[src/hw/rtl/b64_pkg.sv]
// Shared types, constants and alphabet functions for the Base64 stream codec.
package b64_pkg;

    localparam int unsigned QUEUE_DEPTH = 2;
    localparam int unsigned QUEUE_PTR_W = (QUEUE_DEPTH > 1) ? $clog2(QUEUE_DEPTH) : 1;
    localparam int unsigned QUEUE_CNT_W = $clog2(QUEUE_DEPTH + 1);
    localparam int unsigned JOB_SLOTS   = 4;
    localparam int unsigned CFG_IDX_W   = 1;

    localparam logic [7:0] CHAR_PAD    = 8'h3D;
    localparam logic [7:0] CHAR_NL     = 8'h0A;
    localparam logic [7:0] MIN_WIDTH   = 8'd4;
    localparam logic [7:0] RESET_WIDTH = 8'd76;

    typedef enum logic
    {
        MODE_ENCODE = 1'b0,
        MODE_DECODE = 1'b1
    } mode_t;

    typedef enum logic [CFG_IDX_W-1:0]
    {
        REG_MODE       = 1'b0,
        REG_LINE_WIDTH = 1'b1
    } reg_idx_t;

    // One unit of work for the output side: up to four bytes, plus line handling.
    typedef struct packed
    {
        logic [JOB_SLOTS-1:0][7:0] data;
        logic [2:0]                cnt;
        logic                      enc;
        logic                      last_nl;
    } job_t;

    // Control from the register block to both halves.
    typedef struct packed
    {
        mode_t      mode;
        logic [7:0] width;
        logic       clear;
    } ctl_t;

    function automatic logic [7:0] sextet_char(input logic [5:0] v);
        logic [7:0] v8;
        logic [7:0] c;
        v8 = {2'b00, v};
        priority if (v < 6'd26)
        begin
            c = v8 + 8'd65;
        end
        else if (v < 6'd52)
        begin
            c = v8 + 8'd71;
        end
        else if (v < 6'd62)
        begin
            c = v8 - 8'd4;
        end
        else if (v == 6'd62)
        begin
            c = 8'h2B;
        end
        else
        begin
            c = 8'h2F;
        end
        return c;
    endfunction

    // Returns {valid, sextet}; valid is low for anything outside the alphabet.
    function automatic logic [6:0] char_sextet(input logic [7:0] c);
        logic [7:0] d;
        logic       ok;
        d  = 8'd0;
        ok = 1'b1;
        priority if (c >= 8'h41 && c <= 8'h5A)
        begin
            d = c - 8'd65;
        end
        else if (c >= 8'h61 && c <= 8'h7A)
        begin
            d = c - 8'd71;
        end
        else if (c >= 8'h30 && c <= 8'h39)
        begin
            d = c + 8'd4;
        end
        else if (c == 8'h2B)
        begin
            d = 8'd62;
        end
        else if (c == 8'h2F)
        begin
            d = 8'd63;
        end
        else
        begin
            ok = 1'b0;
        end
        return {ok, d[5:0]};
    endfunction

endpackage

[src/hw/rtl/b64_in_if.sv]
// Input word channel: one byte or character per word, with an end-of-stream mark.
interface b64_in_if;
    logic       valid;
    logic       ready;
    logic [7:0] in_byte;
    logic       is_last;

    modport source (output valid, output in_byte, output is_last, input ready);
    modport sink   (input valid, input in_byte, input is_last, output ready);
endinterface

[src/hw/rtl/b64_out_if.sv]
// Output word channel: one result byte per word, with a run-end mark.
interface b64_out_if;
    logic       valid;
    logic       ready;
    logic [7:0] out_byte;
    logic       run_end;

    modport source (output valid, output out_byte, output run_end, input ready);
    modport sink   (input valid, input out_byte, input run_end, output ready);
endinterface

[src/hw/rtl/b64_cfg_if.sv]
// Configuration write channel: register index and write data.
interface b64_cfg_if;
    logic                             valid;
    logic                             ready;
    logic [b64_pkg::CFG_IDX_W-1:0]    index;
    logic [7:0]                       data;

    modport source (output valid, output index, output data, input ready);
    modport sink   (input valid, input index, input data, output ready);
endinterface

[src/hw/rtl/base64_codec_stream.sv]
// Top level of the Base64 stream codec: registers, front, job queue and back.
//
// Base64 (standard alphabet, '=' padding) stream codec. Write register 0 (mode)
// to pick encode (0) or decode (1); the write also restarts the stream. Register 1
// sets the characters per encoded line (values below 4 act as 4). Each input word
// carries one byte plus is_last; the block answers with zero to six output words,
// and run_end marks the final word caused by that input. Encode turns three bytes
// into four characters, inserts a newline whenever the line fills, and on is_last
// flushes a padded partial group followed by a newline if the line is open.
// Decode skips anything outside the alphabet, counts '=' as zero and drops the
// bytes that a third or fourth place '=' covers; a partial group at is_last is
// dropped. Rate: the input side takes one word per cycle while the two-entry job
// queue has room; the output side delivers one word per cycle while out_ch is
// ready, so a full encode group yields four to six words (four characters plus
// newlines) and decode takes one character per cycle while the queue has room.
// A word's first result passes the queue slot, job and output registers.
// Configuration writes are taken every cycle and belong to idle periods only.
module base64_codec_stream
(
    input  logic     clk,
    input  logic     rst_n,
    b64_in_if.sink   in_ch,
    b64_out_if.source out_ch,
    b64_cfg_if.sink  cfg
);

    b64_pkg::mode_t mode_reg;
    logic [7:0]     line_width_reg;
    logic           cfg_wr;
    b64_pkg::ctl_t  ctl;

    b64_pkg::job_t  front_job;
    logic           front_push;
    b64_pkg::job_t  q_head;
    logic           q_not_full;
    logic           q_not_empty;
    logic           back_pop;

    // Register port never stalls.
    assign cfg.ready = 1'b1;
    assign cfg_wr    = cfg.valid && cfg.ready;

    // Clamp narrow widths, and restart both halves on a mode write.
    assign ctl.mode  = mode_reg;
    assign ctl.width = (line_width_reg < b64_pkg::MIN_WIDTH) ? b64_pkg::MIN_WIDTH
                                                             : line_width_reg;
    assign ctl.clear = cfg_wr && (cfg.index == b64_pkg::REG_MODE);

    always_ff @(posedge clk or negedge rst_n)
    begin
        if (!rst_n)
        begin
            mode_reg       <= b64_pkg::MODE_ENCODE;
            line_width_reg <= b64_pkg::RESET_WIDTH;
        end
        else if (cfg_wr)
        begin
            if (cfg.index == b64_pkg::REG_MODE)
            begin
                mode_reg <= b64_pkg::mode_t'(cfg.data[0]);
            end
            else
            begin
                line_width_reg <= cfg.data;
            end
        end
    end

    // Front: classify each word and hand finished groups to the queue.
    b64_front u_front
    (
        .clk      (clk),
        .rst_n    (rst_n),
        .in_ch    (in_ch),
        .ctl      (ctl),
        .q_ready  (q_not_full),
        .job      (front_job),
        .job_push (front_push)
    );

    // Queue: lets the input keep flowing while the output side works off a group.
    b64_job_fifo u_queue
    (
        .clk       (clk),
        .rst_n     (rst_n),
        .push      (front_push),
        .push_job  (front_job),
        .not_full  (q_not_full),
        .pop       (back_pop),
        .head      (q_head),
        .not_empty (q_not_empty)
    );

    // Back: one output word per cycle while the output is ready, with line breaks and run-end marking.
    b64_back u_back
    (
        .clk     (clk),
        .rst_n   (rst_n),
        .ctl     (ctl),
        .head    (q_head),
        .q_valid (q_not_empty),
        .pop     (back_pop),
        .out_ch  (out_ch)
    );

`ifndef SYNTHESIS
    a_width_floor: assert property (@(posedge clk) disable iff (!rst_n)
        ctl.width >= b64_pkg::MIN_WIDTH)
        else $error("effective line width below four");
`endif

endmodule

[src/hw/rtl/b64_job_fifo.sv]
// Short job queue between the classifying front and the emitting back.
module b64_job_fifo
(
    input  logic            clk,
    input  logic            rst_n,
    input  logic            push,
    input  b64_pkg::job_t   push_job,
    output logic            not_full,
    input  logic            pop,
    output b64_pkg::job_t   head,
    output logic            not_empty
);

    localparam int unsigned PW = b64_pkg::QUEUE_PTR_W;
    localparam int unsigned CW = b64_pkg::QUEUE_CNT_W;
    localparam logic [PW-1:0] LAST_PTR = PW'(b64_pkg::QUEUE_DEPTH - 1);
    localparam logic [CW-1:0] FULL_CNT = CW'(b64_pkg::QUEUE_DEPTH);

    b64_pkg::job_t slot_reg [b64_pkg::QUEUE_DEPTH];
    logic [PW-1:0] wr_ptr_reg;
    logic [PW-1:0] wr_ptr_next;
    logic [PW-1:0] rd_ptr_reg;
    logic [PW-1:0] rd_ptr_next;
    logic [CW-1:0] count_reg;
    logic [CW-1:0] count_next;

    assign not_full  = (count_reg != FULL_CNT);
    assign not_empty = (count_reg != '0);
    assign head      = slot_reg[rd_ptr_reg];

    always_comb
    begin
        wr_ptr_next = wr_ptr_reg;
        rd_ptr_next = rd_ptr_reg;
        count_next  = count_reg;
        if (push)
        begin
            wr_ptr_next = (wr_ptr_reg == LAST_PTR) ? '0 : wr_ptr_reg + PW'(1);
        end
        if (pop)
        begin
            rd_ptr_next = (rd_ptr_reg == LAST_PTR) ? '0 : rd_ptr_reg + PW'(1);
        end
        if (push && !pop)
        begin
            count_next = count_reg + CW'(1);
        end
        else if (pop && !push)
        begin
            count_next = count_reg - CW'(1);
        end
    end

    always_ff @(posedge clk or negedge rst_n)
    begin
        if (!rst_n)
        begin
            wr_ptr_reg <= '0;
            rd_ptr_reg <= '0;
            count_reg  <= '0;
        end
        else
        begin
            wr_ptr_reg <= wr_ptr_next;
            rd_ptr_reg <= rd_ptr_next;
            count_reg  <= count_next;
        end
    end

    always_ff @(posedge clk)
    begin
        if (push)
        begin
            slot_reg[wr_ptr_reg] <= push_job;
        end
    end

`ifndef SYNTHESIS
    a_no_overflow: assert property (@(posedge clk) disable iff (!rst_n)
        push |-> (count_reg != FULL_CNT))
        else $error("job queue written while full");
`endif

endmodule

[src/hw/rtl/b64_front.sv]
// Front half: accept input words, gather groups and build output jobs.
module b64_front
(
    input  logic            clk,
    input  logic            rst_n,
    b64_in_if.sink          in_ch,
    input  b64_pkg::ctl_t   ctl,
    input  logic            q_ready,
    output b64_pkg::job_t   job,
    output logic            job_push
);

    logic [17:0] gb_reg;
    logic [17:0] gb_next;
    logic [1:0]  gc_reg;
    logic [1:0]  gc_next;
    logic        pm_reg;
    logic        pm_next;

    logic        accept;
    logic [7:0]  b;
    logic [23:0] enc_bits;
    logic [6:0]  dec;
    logic        pad;
    logic        sym_ok;
    logic [5:0]  s;
    logic [23:0] dec_bits;
    logic [15:0] two;

    assign in_ch.ready = q_ready;
    assign accept      = in_ch.valid && q_ready;
    assign b           = in_ch.in_byte;
    assign enc_bits    = {gb_reg[15:0], b};
    assign two         = {gb_reg[7:0], b};
    assign dec         = b64_pkg::char_sextet(b);
    assign pad         = (b == b64_pkg::CHAR_PAD);
    assign sym_ok      = dec[6] || pad;
    assign s           = pad ? 6'd0 : dec[5:0];
    assign dec_bits    = {gb_reg[17:0], s};

    always_comb
    begin
        job     = '0;
        gb_next = gb_reg;
        gc_next = gc_reg;
        pm_next = pm_reg;
        if (ctl.mode == b64_pkg::MODE_ENCODE)
        begin
            job.enc     = 1'b1;
            job.last_nl = in_ch.is_last;
            unique case (gc_reg)
                2'd2:
                begin
                    job.data[0] = b64_pkg::sextet_char(enc_bits[23:18]);
                    job.data[1] = b64_pkg::sextet_char(enc_bits[17:12]);
                    job.data[2] = b64_pkg::sextet_char(enc_bits[11:6]);
                    job.data[3] = b64_pkg::sextet_char(enc_bits[5:0]);
                    job.cnt     = 3'd4;
                    gb_next     = '0;
                    gc_next     = 2'd0;
                end
                2'd1:
                begin
                    if (in_ch.is_last)
                    begin
                        job.data[0] = b64_pkg::sextet_char(two[15:10]);
                        job.data[1] = b64_pkg::sextet_char(two[9:4]);
                        job.data[2] = b64_pkg::sextet_char({two[3:0], 2'b00});
                        job.data[3] = b64_pkg::CHAR_PAD;
                        job.cnt     = 3'd4;
                    end
                    gb_next = enc_bits[17:0];
                    gc_next = 2'd2;
                end
                2'd0, 2'd3:
                begin
                    if (in_ch.is_last)
                    begin
                        job.data[0] = b64_pkg::sextet_char(b[7:2]);
                        job.data[1] = b64_pkg::sextet_char({b[1:0], 4'b0000});
                        job.data[2] = b64_pkg::CHAR_PAD;
                        job.data[3] = b64_pkg::CHAR_PAD;
                        job.cnt     = 3'd4;
                    end
                    gb_next = enc_bits[17:0];
                    gc_next = 2'd1;
                end
            endcase
        end
        else if (sym_ok)
        begin
            if (gc_reg == 2'd3)
            begin
                // A pad in third place drops the middle byte, in fourth the last.
                job.data[0] = dec_bits[23:16];
                job.data[1] = pm_reg ? dec_bits[7:0] : dec_bits[15:8];
                job.data[2] = dec_bits[7:0];
                job.cnt     = 3'd1 + {2'b00, !pm_reg} + {2'b00, !pad};
                gb_next     = '0;
                gc_next     = 2'd0;
                pm_next     = 1'b0;
            end
            else
            begin
                gb_next = dec_bits[17:0];
                gc_next = gc_reg + 2'd1;
                pm_next = pm_reg || (pad && (gc_reg == 2'd2));
            end
        end
        if (in_ch.is_last)
        begin
            gb_next = '0;
            gc_next = 2'd0;
            pm_next = 1'b0;
        end
    end

    assign job_push = accept && ((job.cnt != 3'd0) || job.last_nl);

    always_ff @(posedge clk or negedge rst_n)
    begin
        if (!rst_n)
        begin
            gb_reg <= '0;
            gc_reg <= 2'd0;
            pm_reg <= 1'b0;
        end
        else if (ctl.clear)
        begin
            gb_reg <= '0;
            gc_reg <= 2'd0;
            pm_reg <= 1'b0;
        end
        else if (accept)
        begin
            gb_reg <= gb_next;
            gc_reg <= gc_next;
            pm_reg <= pm_next;
        end
    end

`ifndef SYNTHESIS
    a_enc_count: assert property (@(posedge clk) disable iff (!rst_n)
        (ctl.mode == b64_pkg::MODE_ENCODE) |-> (gc_reg != 2'd3))
        else $error("encode group count reached three without flushing");
    a_pad_mark: assert property (@(posedge clk) disable iff (!rst_n)
        pm_reg |-> (gc_reg == 2'd3))
        else $error("third-place pad mark set outside the fourth slot");
`endif

endmodule

[src/hw/rtl/b64_back.sv]
// Back half: walk jobs one word per cycle unless stalled, add newlines, drive the output register.
module b64_back
(
    input  logic            clk,
    input  logic            rst_n,
    input  b64_pkg::ctl_t   ctl,
    input  b64_pkg::job_t   head,
    input  logic            q_valid,
    output logic            pop,
    b64_out_if.source       out_ch
);

    b64_pkg::job_t job_reg;
    logic          job_vld_reg;
    logic          job_vld_next;
    logic [2:0]    idx_reg;
    logic [2:0]    idx_next;
    logic          nl_pend_reg;
    logic          nl_pend_next;
    logic [7:0]    lc_reg;
    logic [7:0]    lc_next;
    logic          out_vld_reg;
    logic [7:0]    out_byte_reg;
    logic          out_end_reg;

    logic          can_emit;
    logic          emit;
    logic [7:0]    emit_byte;
    logic          emit_end;
    logic          done;
    logic [8:0]    lc1;
    logic          nl_after;
    logic          at_end;
    logic          last_char;

    assign out_ch.valid    = out_vld_reg;
    assign out_ch.out_byte = out_byte_reg;
    assign out_ch.run_end  = out_end_reg;

    assign can_emit  = !out_vld_reg || out_ch.ready;
    assign lc1       = {1'b0, lc_reg} + 9'd1;
    assign nl_after  = job_reg.enc && (lc1 >= {1'b0, ctl.width});
    assign at_end    = (idx_reg == job_reg.cnt);
    assign last_char = (idx_reg == (job_reg.cnt - 3'd1));

    always_comb
    begin
        emit         = 1'b0;
        emit_byte    = b64_pkg::CHAR_NL;
        emit_end     = 1'b0;
        done         = 1'b0;
        lc_next      = lc_reg;
        nl_pend_next = nl_pend_reg;
        idx_next     = idx_reg;
        if (job_vld_reg && can_emit)
        begin
            priority if (nl_pend_reg)
            begin
                emit         = 1'b1;
                emit_end     = at_end;
                done         = at_end;
                lc_next      = 8'd0;
                nl_pend_next = 1'b0;
            end
            else if (!at_end)
            begin
                emit      = 1'b1;
                emit_byte = job_reg.data[idx_reg[1:0]];
                idx_next  = idx_reg + 3'd1;
                if (job_reg.enc)
                begin
                    lc_next      = nl_after ? 8'd0 : lc1[7:0];
                    nl_pend_next = nl_after;
                end
                emit_end = last_char && !nl_after && !job_reg.last_nl;
                done     = emit_end;
            end
            else
            begin
                // Closing newline only if the line holds characters.
                emit     = (lc_reg != 8'd0);
                emit_end = 1'b1;
                done     = 1'b1;
                lc_next  = 8'd0;
            end
        end
    end

    assign pop          = (!job_vld_reg || done) && q_valid;
    assign job_vld_next = pop ? 1'b1 : (done ? 1'b0 : job_vld_reg);

    always_ff @(posedge clk or negedge rst_n)
    begin
        if (!rst_n)
        begin
            job_vld_reg <= 1'b0;
            idx_reg     <= 3'd0;
            nl_pend_reg <= 1'b0;
            lc_reg      <= 8'd0;
            out_vld_reg <= 1'b0;
        end
        else
        begin
            job_vld_reg <= job_vld_next;
            idx_reg     <= pop ? 3'd0 : idx_next;
            nl_pend_reg <= nl_pend_next;
            lc_reg      <= ctl.clear ? 8'd0 : lc_next;
            if (emit)
            begin
                out_vld_reg <= 1'b1;
            end
            else if (out_ch.ready)
            begin
                out_vld_reg <= 1'b0;
            end
        end
    end

    always_ff @(posedge clk)
    begin
        if (pop)
        begin
            job_reg <= head;
        end
        if (emit)
        begin
            out_byte_reg <= emit_byte;
            out_end_reg  <= emit_end;
        end
    end

`ifndef SYNTHESIS
    a_nl_owner: assert property (@(posedge clk) disable iff (!rst_n)
        nl_pend_reg |-> (job_vld_reg && job_reg.enc))
        else $error("pending newline without an encode job");
    a_idx_range: assert property (@(posedge clk) disable iff (!rst_n)
        job_vld_reg |-> (idx_reg <= job_reg.cnt))
        else $error("job slot index ran past the job length");
`endif

endmodule
[src/flat_wrapper.sv]
// flat-port wrapper written by rule: the top's interface ports become plain ports
module base64_codec_stream_flat 
  (clk, rst_n, in_ch_valid, in_ch_in_byte, in_ch_is_last, in_ch_ready, out_ch_valid, out_ch_out_byte, out_ch_run_end, out_ch_ready, cfg_valid, cfg_index, cfg_data, cfg_ready);
  b64_in_if in_ch_i ();
  b64_out_if out_ch_i ();
  b64_cfg_if cfg_i ();
  input  logic clk;
  input  logic rst_n;
  input wire logic [$bits(in_ch_i.valid)-1:0] in_ch_valid;
  input wire logic [$bits(in_ch_i.in_byte)-1:0] in_ch_in_byte;
  input wire logic [$bits(in_ch_i.is_last)-1:0] in_ch_is_last;
  output wire logic [$bits(in_ch_i.ready)-1:0] in_ch_ready;
  output wire logic [$bits(out_ch_i.valid)-1:0] out_ch_valid;
  output wire logic [$bits(out_ch_i.out_byte)-1:0] out_ch_out_byte;
  output wire logic [$bits(out_ch_i.run_end)-1:0] out_ch_run_end;
  input wire logic [$bits(out_ch_i.ready)-1:0] out_ch_ready;
  input wire logic [$bits(cfg_i.valid)-1:0] cfg_valid;
  input wire logic [$bits(cfg_i.index)-1:0] cfg_index;
  input wire logic [$bits(cfg_i.data)-1:0] cfg_data;
  output wire logic [$bits(cfg_i.ready)-1:0] cfg_ready;
  assign in_ch_i.valid = in_ch_valid;
  assign in_ch_i.in_byte = in_ch_in_byte;
  assign in_ch_i.is_last = in_ch_is_last;
  assign in_ch_ready = in_ch_i.ready;
  assign out_ch_valid = out_ch_i.valid;
  assign out_ch_out_byte = out_ch_i.out_byte;
  assign out_ch_run_end = out_ch_i.run_end;
  assign out_ch_i.ready = out_ch_ready;
  assign cfg_i.valid = cfg_valid;
  assign cfg_i.index = cfg_index;
  assign cfg_i.data = cfg_data;
  assign cfg_ready = cfg_i.ready;
  base64_codec_stream u_core (.clk(clk), .rst_n(rst_n), .in_ch(in_ch_i), .out_ch(out_ch_i), .cfg(cfg_i));
endmodule
[config.mk]
export PLATFORM = sky130hd
export DESIGN_NAME = base64_codec_stream_flat
export DESIGN_NICKNAME = d
export VERILOG_FILES = /design/src/hw/rtl/b64_pkg.sv /design/src/hw/rtl/b64_in_if.sv /design/src/hw/rtl/b64_out_if.sv /design/src/hw/rtl/b64_cfg_if.sv /design/src/hw/rtl/base64_codec_stream.sv /design/src/hw/rtl/b64_job_fifo.sv /design/src/hw/rtl/b64_front.sv /design/src/hw/rtl/b64_back.sv /design/src/flat_wrapper.sv
export SDC_FILE = /design/constraint.sdc
export NUM_CORES = 1
export LEC_CHECK = 0
export ABC_CLOCK_PERIOD_IN_PS = 9320
export BUFFER_PORTS_ARGS = -buffer_cell sky130_fd_sc_hd__buf_2
export CAP_MARGIN = 10
export CORE_MARGIN = 3
export CORE_UTILIZATION = 60
export DETAILED_ROUTE_END_ITERATION = 10
export PLACE_DENSITY = 0.77
export RECOVER_POWER = 100
export SYNTH_ARGS = -nofsm -noshare
export SYNTH_HDL_FRONTEND = slang
export SYNTH_SLANG_ARGS = --single-unit
[constraint.sdc]
create_clock -name clk -period 9.32 [get_ports clk]
set_input_delay 1.864 -clock clk [delete_from_list [all_inputs] [get_ports clk]]
set_output_delay 1.864 -clock clk [all_outputs]
set_load 0.005 [all_outputs]
==> reports/metrics.cfg, run 1 <==
[outcome]
outcome = complete, but fails checks
violations = capacitance limit, slew limit

[setup_path]
cpMaxStageDelayCell = nor2b_2
cp_slowest_stage_delay_ns = 1.52
path_max_fanout = 37
arrival_ns = 7.10
endpoint_kind = flip-flop
crit_chain = clkbuf_1 > inv_1 > ha_1 > nor2b_1 > a311oi_1 > o32ai_1 > o2111ai_1 > a31oi_1 > nor2b_2
cp_data_required_time_ns = 9.32
rrSetupSlack_ns = 4.63
cp.buffers_inverters = 2
cpLargestDelayFamily = compound AO/OA/AOI/OAI gates
cp-start-kind = input pin
criticalPathCategory = input pin to flip-flop

[final_layout]
fillers = 1429
drive_gt1_share_pct = 11.5
fin_cells = 1343
antenna_cells = 0
nNetsFinal = 1182
synthToLayoutAreaGrowth_pct = 5.95
regArea_um2 = 4810
fin_util_pct = 65.8
multi_input_area_um2 = 5860
largest_register_ffs = 74

[power_and_ir_drop]
swShare_pct = 35.0
p_int_mw = 1.93
p_comb_share_pct = 33.6
p_leak_nw = 4.50
pwr-share-seq_pct = 41.9
clkPwrFrac_pct = 24.5
peakVddDrop_uv = 149
p_per_area_nw_per_um2 = 248
p_sw_mw = 1.04

[route]
routed_wl_um = 31700
vias = 9224
avgViaCountPerCell = 6.87
dr.pass1.iters = 5
drtIter0Drc = 977
drc = 0
routedWlPerCell_um = 23.6
ant_nets = 0

[synth]
ys_seq_area_share_pct = 42.5
syn_nets = 1198
synth_xor_area_share_pct = 3.30
synth_compound_gate_area_share_pct = 22.1
synth_common_cells = 120 x edfxtp_1, 93 x nand2_1, 58 x ha_1
yosys.area_share.simple_pct = 14.1
synthArstFlopShare_pct = 28.6
synth_warnings = 0
syn_area_um2 = 11300
synth_mux_area_share_pct = 6.73
synthCells = 1117
synth_top_family_by_area = compound AO/OA/AOI/OAI gates
synth_edf_count = 120
avgSynthCellArea_um2 = 10.1
yosysTopAreaCell = edfxtp_1
ys_types = 97
synth_most_common_cell = edfxtp_1
synth.area.top_cells = edfxtp_1 32%, dfrtp_1 10%, ha_1 6.4%
synth.top_cell.area_share_pct = 31.9
synth_fa_ha_area_share_pct = 6.42
ys_ff_latch = 168
ys.flop_type = edfxtp_1

[floorplanning]
io_pins = 35
die_h_um = 143
start_util_pct = 62.1
rows = 49
die_x_um = 143
die_area_um2 = 20500
core-area_um2 = 18200

[timing]
slew_viol_final = 167
setup_ws_ns = 2.22
finalCriticalPeriod_ns = 7.10
fin_worst_skew_ns = 0.0187
hold_viol_final = 0
max_slew_margin_pct = -80.8
rsz0062_at_grt = false
fmax_mhz = 141
worst_pin_slew_ns = 2.71
tns_ns = 0
finalCritPeriodShare_pct = 76.2
setup_viol = 0

[global_route]
grt_usage_pct = 30.7
grt_max_degree = 49
grt_pass1_wl_um = 48300
grt_pass1_vias = 8508
overflow = 0
antenna_found_initial = 0

[cts]
clock-sinks = 168
clk_latency_ns = 0.43
cts_setup_buffers = 0
root_buffer = clkbuf_16
cts_resized = 0
cts-hold-fix-buffers = 0
numCtsBuffers = 17
clock_path_buffers = 2
cts_tree = yes
clk_pin_slew_ns = 0.06
cts_max_level = 4

[placed_design]
placedCellCount = 1311
gp_congestion = 1.01
dp_slack_ns = 3.47
dp_hpwl_um = 22500
io_buffers = 33

[worst_hold_path]
hp-class = flip-flop to flip-flop

[flow_run]
maxCapViolations = 4

==> cell type report <==
| type | count | area share [%] |
|---|---|---|
| Inverter | 54 | 1.69 |
| Clock inverter | 11 | 1.43 |
| Sequential cell | 168 | 40.2 |
| Multi-Input combinational cell | 818 | 49.0 |
| Tap cell | 229 | 2.39 |
| Clock buffer | 21 | 3.68 |
| Timing Repair Buffer | 42 | 1.69 |
==> placed cells by master (no fill, tap or decap), types with 13 or more instances in the layout <==
cell type / synthesis / layout
a211oi_1: 16 / 16
a21o_1: 22 / 22
a21oi_1: 57 / 57
a22oi_1: 24 / 24
a31oi_1: 19 / 20
buf_2: 7 / 24
clkbuf_1: 55 / 18
clkbuf_16: 0 / 17
dfrtp_1: 45 / 45
edfxtp_1: 120 / 120
ha_1: 58 / 58
inv_1: 51 / 52
mux2_2: 48 / 41
nand2_1: 93 / 93
nand2b_1: 14 / 14
nand3_1: 33 / 33
nor2_1: 54 / 54
nor2b_1: 18 / 17
nor3_1: 41 / 41
o211ai_1: 11 / 14
o21ai_0: 46 / 57
o31ai_1: 20 / 20
or3_1: 13 / 13
xnor2_1: 28 / 28
==> worst paths after layout <==
path,startpoint,endpoint,depth (start not counted)
max,in_ch_in_byte[3],u_core.u_queue.slot_reg[0][30],9
min,u_core.u_front.gb_reg[17],u_core.u_front.gb_reg[17],2
max reg2reg,u_core.u_back.lc_reg[0],u_core.u_back.job_reg[34],11
min reg2reg,u_core.u_front.gb_reg[17],u_core.u_front.gb_reg[17],2
max in group asynchronous,rst_n,u_core.u_front.gb_reg[2],2
min in group asynchronous,rst_n,u_core.u_back.lc_reg[4],2
==> per-stage QoR <==
| stage | area [µm²] | total power, mW | hold WS, ns |
|---|---|---|---|
| global route | 12000 | 3.11 | 0.518 |
| floorplan | 11300 | 1.93 | 0.448 |
| detailed placement | 11500 | 2.24 | 0.487 |
| CTS | 12100 | 2.98 | 0.501 |
| finish | 12000 | 2.97 | 0.501 |
| global placement | 11500 | 2.21 | 0.460 |
==> logic make-up after synthesis <==
kind of cell	after synthesis
compound gates	336
xor+xnor	41
fa+ha+maj	58
buf+inv	131
flops	168
mux	60
other cells	1
simple gates	322
==> power groups by stage <==
stage / sequential (mW) / clock [mW] / combinational [mW]
final: 1.24 / 0.728 / 0.996
after global routing: 1.27 / 0.760 / 1.08
after CTS: 1.24 / 0.736 / 1.00
after detailed placement: 1.25 / 0 / 0.988
after global placement: 1.24 / 0 / 0.970
after floorplan: 1.16 / 0 / 0.765
==> worst reg2reg max path, cell delays in order (launching register included) <==
cell      delay (ns)
dfrtp_1         0.44
ha_1            0.26
nand3_1         0.18
xnor2_1         0.26
ha_1            0.28
a21o_1          0.16
a21o_1          0.19
a211o_1         0.33
a21bo_1         0.24
a21oi_1         0.30
o21a_1          0.16
clkbuf_1        1.43
==> layer usage <==
metal / routed length, µm / up-vias / GRT usage, % / part of all wire, %
met5: 0 / - / 0 / 0
met4: 1320 / 0 / 12.2 / 4.2
met3: 2790 / 99 / 7.03 / 8.8
met2: 14400 / 483 / 47.3 / 46
met1: 13200 / 4414 / 42.5 / 42
li1: - / 4228 / - / -
No activity file was read; power rests on OpenSTA's default activity.
==> inputs of run 2 (changes only) <==
ABC_CLOCK_PERIOD_IN_PS = 5700   (was 9320)
CORE_UTILIZATION = 57   (was 60)
clock period = 5.7 ns   (was 9.32 ns; I/O delays follow)
==> run 2 against run 1 <==
Against the previous run:
- the flow still finishes with violations (capacitance limit, slew limit)
- combinational power is 64% higher
- global-route usage decreased by 1.6 points
- die area increased by 5.0%
- highest routed layer unchanged
- non-clock buffer count is 2 higher
- clock-buffer cell count shrank 1
- final area is 0.93% higher
- wire length shrank 0.92%
- via count is 0.57% higher
==> reports/metrics.cfg, run 2 (synthesis results as in run 1) <==
[setup_path]
crit_chain = buf_2 > ha_1 > clkbuf_1 > a21bo_2 > a21o_1 > a31o_1 > o211ai_1 > o311ai_0 > o21bai_1
cp-start-kind = input pin
cpMaxStageDelayCell = o211ai_1
cpLargestDelayFamily = compound AO/OA/AOI/OAI gates
cp_data_required_time_ns = 5.82  ; -3.50 ns
arrival_ns = 5.15  ; -1.95 ns
cp.buffers_inverters = 2  ; unchanged
criticalPathCategory = input pin to flip-flop
endpoint_kind = flip-flop
path_max_fanout = 25  ; -32%
rrSetupSlack_ns = 1.09  ; -3.54 ns
cp_slowest_stage_delay_ns = 0.98  ; -0.54 ns

[global_route]
grt_busiest_layer = met2
grt_usage_pct = 29.1  ; -1.6 points
use_met1_pct = 40.1  ; -2.4 points
grt_pass1_wl_um = 49200  ; +1.7%
grt_pass1_vias = 8558  ; +0.59%
overflow = 0  ; unchanged
grt_max_degree = 49  ; unchanged
grt.met2_usage_pct = 45.5  ; -1.7 points
antenna_found_initial = 0  ; unchanged
grt_use_met3_pct = 7.50  ; +0.46 points

[cts]
numCtsBuffers = 17  ; unchanged
clock-sinks = 168  ; unchanged
clk_latency_ns = 0.43  ; about the same
cts_max_level = 4  ; unchanged
root_buffer = clkbuf_16
clock_path_buffers = 2  ; unchanged
cts-hold-fix-buffers = 0  ; unchanged
cts_tree = yes
cts_setup_buffers = 0  ; unchanged
cts_resized = 0  ; unchanged
clk_pin_slew_ns = 0.06  ; about the same

[timing]
max_slew_margin_pct = -72.6  ; +8.2 points
fin_worst_skew_ns = 0.0123  ; -0.00638 ns
worst_pin_slew_ns = 2.59  ; -0.123 ns
slew_viol_final = 129  ; -23%
fmax_mhz = 199
rsz0062_at_grt = false
finalCriticalPeriod_ns = 5.03
finalCritPeriodShare_pct = 88.2
tns_ns = 0  ; unchanged
setup_viol = 0  ; unchanged
hold_viol_final = 0  ; unchanged

[route]
dr.pass1.iters = 6  ; +1
ant_nets = 0  ; unchanged
routedWlPerCell_um = 22.9  ; -3.3%
drtIter0Drc = 1024  ; +4.8%
routed_wl_um = 31400  ; -0.92%
drc = 0  ; unchanged
vias = 9277  ; +0.57%
avgViaCountPerCell = 6.74  ; -1.8%

[floorplanning]
die_area_um2 = 21600  ; +5.0%
die_h_um = 147  ; +2.5%
core-area_um2 = 19100  ; +4.8%
start_util_pct = 59.2  ; -2.8 points
rows = 50  ; +2.0%
die_x_um = 147  ; +2.5%
io_pins = 35  ; unchanged

[flow_run]
maxCapViolations = 3  ; -1

[final_layout]
largest_register_ffs = 74  ; unchanged
design_area_um2 = 12100  ; +0.93%
final_common_cell = edfxtp_1
synthToLayoutAreaGrowth_pct = 6.93
antenna_cells = 0  ; unchanged
nNetsFinal = 1184  ; +0.17%
drive_gt1_share_pct = 11.6  ; +0.069 points
layout_common_cells = 120 x edfxtp_1, 93 x nand2_1, 58 x ha_1

[placed_design]
io_buffers = 33  ; unchanged
dp_hpwl_um = 22300  ; -0.90%
gp_congestion = 0.990  ; -2.1%
placedInstanceArea_um2 = 11600  ; +0.58%

[outcome]
violations = capacitance limit, slew limit
outcome = complete, but fails checks

[worst_hold_path]
hp-class = flip-flop to flip-flop

[power_and_ir_drop]
peakVddDrop_uv = 309  ; +110%
p_per_area_nw_per_um2 = 402  ; +62%
p_leak_nw = 4.52  ; +0.50%

[run 2: cell count changes in the layout (fill, tap and decap cells not counted), moves of 2 or more]
cell | before | now
mux2_2 | 41 | 37
clkinv_4 | 4 | 2
clkbuf_1 | 18 | 16
buf_2 | 24 | 26
mux2_1 | 7 | 11
[run 2: routing by layer]
metal	vias to the layer above	share of wire [%]
met5	-	0
met3	87	9.3
met4	0	3.2
li1	4225	-
met2	517	46
met1	4448	41
[run 2: area by class of cell]
| cell class | count | area [µm²] |
|---|---|---|
| sequential | 168 | 4810 |
| clock buffer | 20 | 437 |
| tap | 260 | 325 |
| timing repair buffer | 44 | 229 |
| fill | 1518 | 7000 |
| multi-input combinational | 818 | 5910 |
| clock inverter | 12 | 174 |
| inverter | 54 | 203 |
[run 2: worst reg2reg max path: stages, from the launching register on]
cell and delay [ns]:
dfrtp_1 0.45, ha_1 0.26, nand3_1 0.18, xnor2_1 0.24, ha_1 0.28, a21o_1 0.15, a21o_1 0.20, a211o_1 0.33
a21bo_1 0.24, a21oi_1 0.25, o21a_1 0.14, clkbuf_1 1.44
[run 2: final timing paths]
kind,startpoint,endpoint,cells past startpoint
max,in_ch_in_byte[5],u_core.u_queue.slot_reg[0][15],9
min,u_core.u_front.gb_reg[16],u_core.u_front.gb_reg[16],2
max reg2reg,u_core.u_back.lc_reg[0],u_core.u_back.job_reg[18],11
min reg2reg,u_core.u_front.gb_reg[16],u_core.u_front.gb_reg[16],2
max in group asynchronous,rst_n,u_core.u_front.gb_reg[1],2
min in group asynchronous,rst_n,u_core.u_back.out_ch.valid,2
[run 2: power by group]
part / switching (mW) / internal [mW] / leakage [nW] / total, mW
combinational: 0.995 / 0.637 / 2.49 / 1.63
clock: 0.457 / 0.733 / 0.292 / 1.19
sequential: 0.250 / 1.78 / 1.74 / 2.03
total: 1.70 / 3.15 / 4.52 / 4.86
[run 2: metrics by stage]
step | cells | setup WS, ns | hold slack (ns) | utilization (%) | power [mW]
finish | 1376 | 0.671 | 0.491 | 63.3 | 4.86
global route | 1376 | 0.507 | 0.532 | 63.3 | 5.11
CTS | 1376 | 1.25 | 0.484 | 63.8 | 4.87
detailed placement | 1344 | 0.809 | 0.470 | 60.6 | 3.65
global placement | 1344 | 0.892 | 0.464 | 60.6 | 3.61
floorplan | 1117 | 0.148 | 0.448 | - | 3.15
==> inputs of run 3 (changes only) <==
PLACE_DENSITY = 0.78   (was 0.77)
==> run 3 against run 2 <==
Against the previous run:
- the flow still finishes with violations (capacitance limit, slew limit)
- die area is the same
- clock skew is essentially flat
- via count is essentially flat
- final area is essentially flat
- cell count is essentially flat
- critical endpoint is now u_core.u_front.gb_reg[0]
==> reports/metrics.cfg, run 3 (synthesis results as in run 1) <==
[cts]
clk_latency_ns = 0.42  ; about the same
clk_pin_slew_ns = 0.06  ; about the same
cts-hold-fix-buffers = 0  ; unchanged
cts_setup_buffers = 0  ; unchanged
cts_tree = yes
clock-sinks = 168  ; unchanged
root_buffer = clkbuf_16
cts_resized = 0  ; unchanged
cts_max_level = 4  ; unchanged
numCtsBuffers = 17  ; unchanged
clock_path_buffers = 2  ; unchanged

[setup_path]
cp-start-kind = input pin
cpLargestDelayFamily = buffers and inverters
criticalPathCategory = input pin to flip-flop
crit_chain = buf_2 > clkinv_1 > ha_1 > nor2b_1 > a311oi_2 > o32ai_4 > o41ai_4 > clkbuf_1 > a22oi_1 > o21ai_0
cp.buffers_inverters = 3  ; +1
arrival_ns = 5.13  ; -0.02 ns
cp_data_required_time_ns = 6.02  ; +0.20 ns
path_max_fanout = 33  ; +32%
cp_slowest_stage_delay_ns = 1.07  ; +0.09 ns
endpoint_kind = flip-flop
cpMaxStageDelayCell = clkbuf_1

[floorplanning]
die_area_um2 = 21600  ; unchanged
core-area_um2 = 19100  ; unchanged
rows = 50  ; unchanged
die_h_um = 147  ; unchanged
io_pins = 35  ; unchanged
start_util_pct = 59.2  ; unchanged
die_x_um = 147  ; unchanged

[final_layout]
final_common_cell = edfxtp_1
fillers = 1526  ; +0.53%
nNetsFinal = 1185  ; +0.084%
layout_common_cells = 120 x edfxtp_1, 93 x nand2_1, 58 x ha_1
largest_register_ffs = 74  ; unchanged
drive_gt1_share_pct = 12.6  ; +1.1 points
antenna_cells = 0  ; unchanged
design_area_um2 = 12100  ; about the same
synthToLayoutAreaGrowth_pct = 6.92  ; about the same

[power_and_ir_drop]
swShare_pct = 34.9  ; -0.15 points
clkPwrFrac_pct = 23.9  ; -0.6 points
p_leak_nw = 4.55  ; +0.71%
p_comb_share_pct = 33.9  ; +0.3 points
p_sw_mw = 1.68  ; -1.3%
peakVddDrop_uv = 273  ; -12%
p_int_mw = 3.13  ; -0.64%
pwr-share-seq_pct = 42.2  ; +0.3 points
p_per_area_nw_per_um2 = 399  ; -0.86%

[timing]
worst_pin_slew_ns = 2.68  ; +0.0933 ns
max_slew_margin_pct = -78.9  ; -6.2 points
hold_viol_final = 0  ; unchanged
setup_viol = 0  ; unchanged
tns_ns = 0  ; unchanged
finalCritPeriodShare_pct = 84.4  ; -3.8 points
rsz0062_at_grt = false
fmax_mhz = 208  ; +4.5%
slew_viol_final = 129  ; unchanged
fin_worst_skew_ns = 0.0119  ; -0.000349 ns
finalCriticalPeriod_ns = 4.81  ; -0.216 ns
whs_ns = 0.487  ; -0.00348 ns

[global_route]
grt_pass1_wl_um = 48900  ; -0.53%
antenna_found_initial = 0  ; unchanged
grt_max_degree = 49  ; unchanged
grt_usage_pct = 28.8  ; -0.30 points
overflow = 0  ; unchanged
grt_pass1_vias = 8629  ; +0.83%

[route]
ant_nets = 0  ; unchanged
routedWlPerCell_um = 22.8  ; -0.40%
avgViaCountPerCell = 6.74  ; about the same
drc = 0  ; unchanged
vias = 9275  ; -0.022%
drtIter0Drc = 1124  ; +9.8%
dr.pass1.iters = 5  ; -1
routed_wl_um = 31300  ; -0.32%

[placed_design]
gp_congestion = 1.04  ; +5.2%
placedInstanceArea_um2 = 11600  ; about the same
dp_hpwl_um = 22300  ; +0.17%
io_buffers = 33  ; unchanged

[outcome]
outcome = complete, but fails checks
violations = capacitance limit, slew limit

[flow_run]
maxCapViolations = 3  ; unchanged

[worst_hold_path]
hp-class = flip-flop to flip-flop

run 3: final cells by class:
class / instances / area [µm²] / area share, %
Tap cell: 260 / 325 / 2.69
Multi-Input combinational cell: 818 / 5910 / 48.9
Timing Repair Buffer: 45 / 233 / 1.93
Clock buffer: 27 / 553 / 4.58
Sequential cell: 168 / 4810 / 39.8
Clock inverter: 5 / 52.6 / 0.435
Inverter: 54 / 203 / 1.68
run 3: routing by layer:
metal | share of wire, % | GRT usage, % | up-vias
met3 | 9.4 | 5.98 | 92
met4 | 3.5 | 10.3 | 0
met5 | 0 | 0 | -
met1 | 42 | 39.9 | 4434
li1 | - | - | 4225
met2 | 46 | 45.2 | 524
run 3: worst register-to-register path, delay by kind of cell (launching register included):
family	cells	cell delay (ns)
xor+xnor	1	0.24
fa+ha+maj	2	0.53
buf+inv	1	1.36
compound gates	6	1.37
flops	1	0.41
simple gates	1	0.19
run 3: final timing paths:
| kind | from | endpoint | slack [ns] | cells after the start |
|---|---|---|---|---|
| max | in_ch_in_byte[4] | u_core.u_front.gb_reg[0] | 0.89 | 10 |
| min | u_core.u_front.gb_reg[16] | u_core.u_front.gb_reg[16] | 0.49 | 2 |
| max reg2reg | u_core.u_back.lc_reg[0] | u_core.u_back.job_reg[26] | 1.16 | 11 |
| min reg2reg | u_core.u_front.gb_reg[16] | u_core.u_front.gb_reg[16] | 0.49 | 2 |
| max in group asynchronous | rst_n | u_core.u_front.gb_reg[2] | 2.51 | 2 |
| min in group asynchronous | rst_n | u_core.u_back.nl_pend_reg | 1.65 | 2 |
run 3: power groups by stage:
stage	logic, mW	clock network [mW]	registers (mW)
6_report	1.63	1.15	2.03
5_1_grt	1.78	1.22	2.07
4_1_cts	1.64	1.17	2.02
3_5_place_dp	1.62	0	2.03
3_3_place_gp	1.58	0	2.02
2_1_floorplan	1.25	0	1.90
run 3: metrics by stage:
stage	worst slack, ns	cells	utilization (%)	total power [mW]
after global placement	1.04	1345	60.6	3.59
after floorplan	0.148	1117	-	3.15
after global routing	0.664	1377	63.3	5.06
final	0.887	1377	63.3	4.82
after CTS	1.39	1377	63.7	4.83
after detailed placement	1.00	1345	60.6	3.66
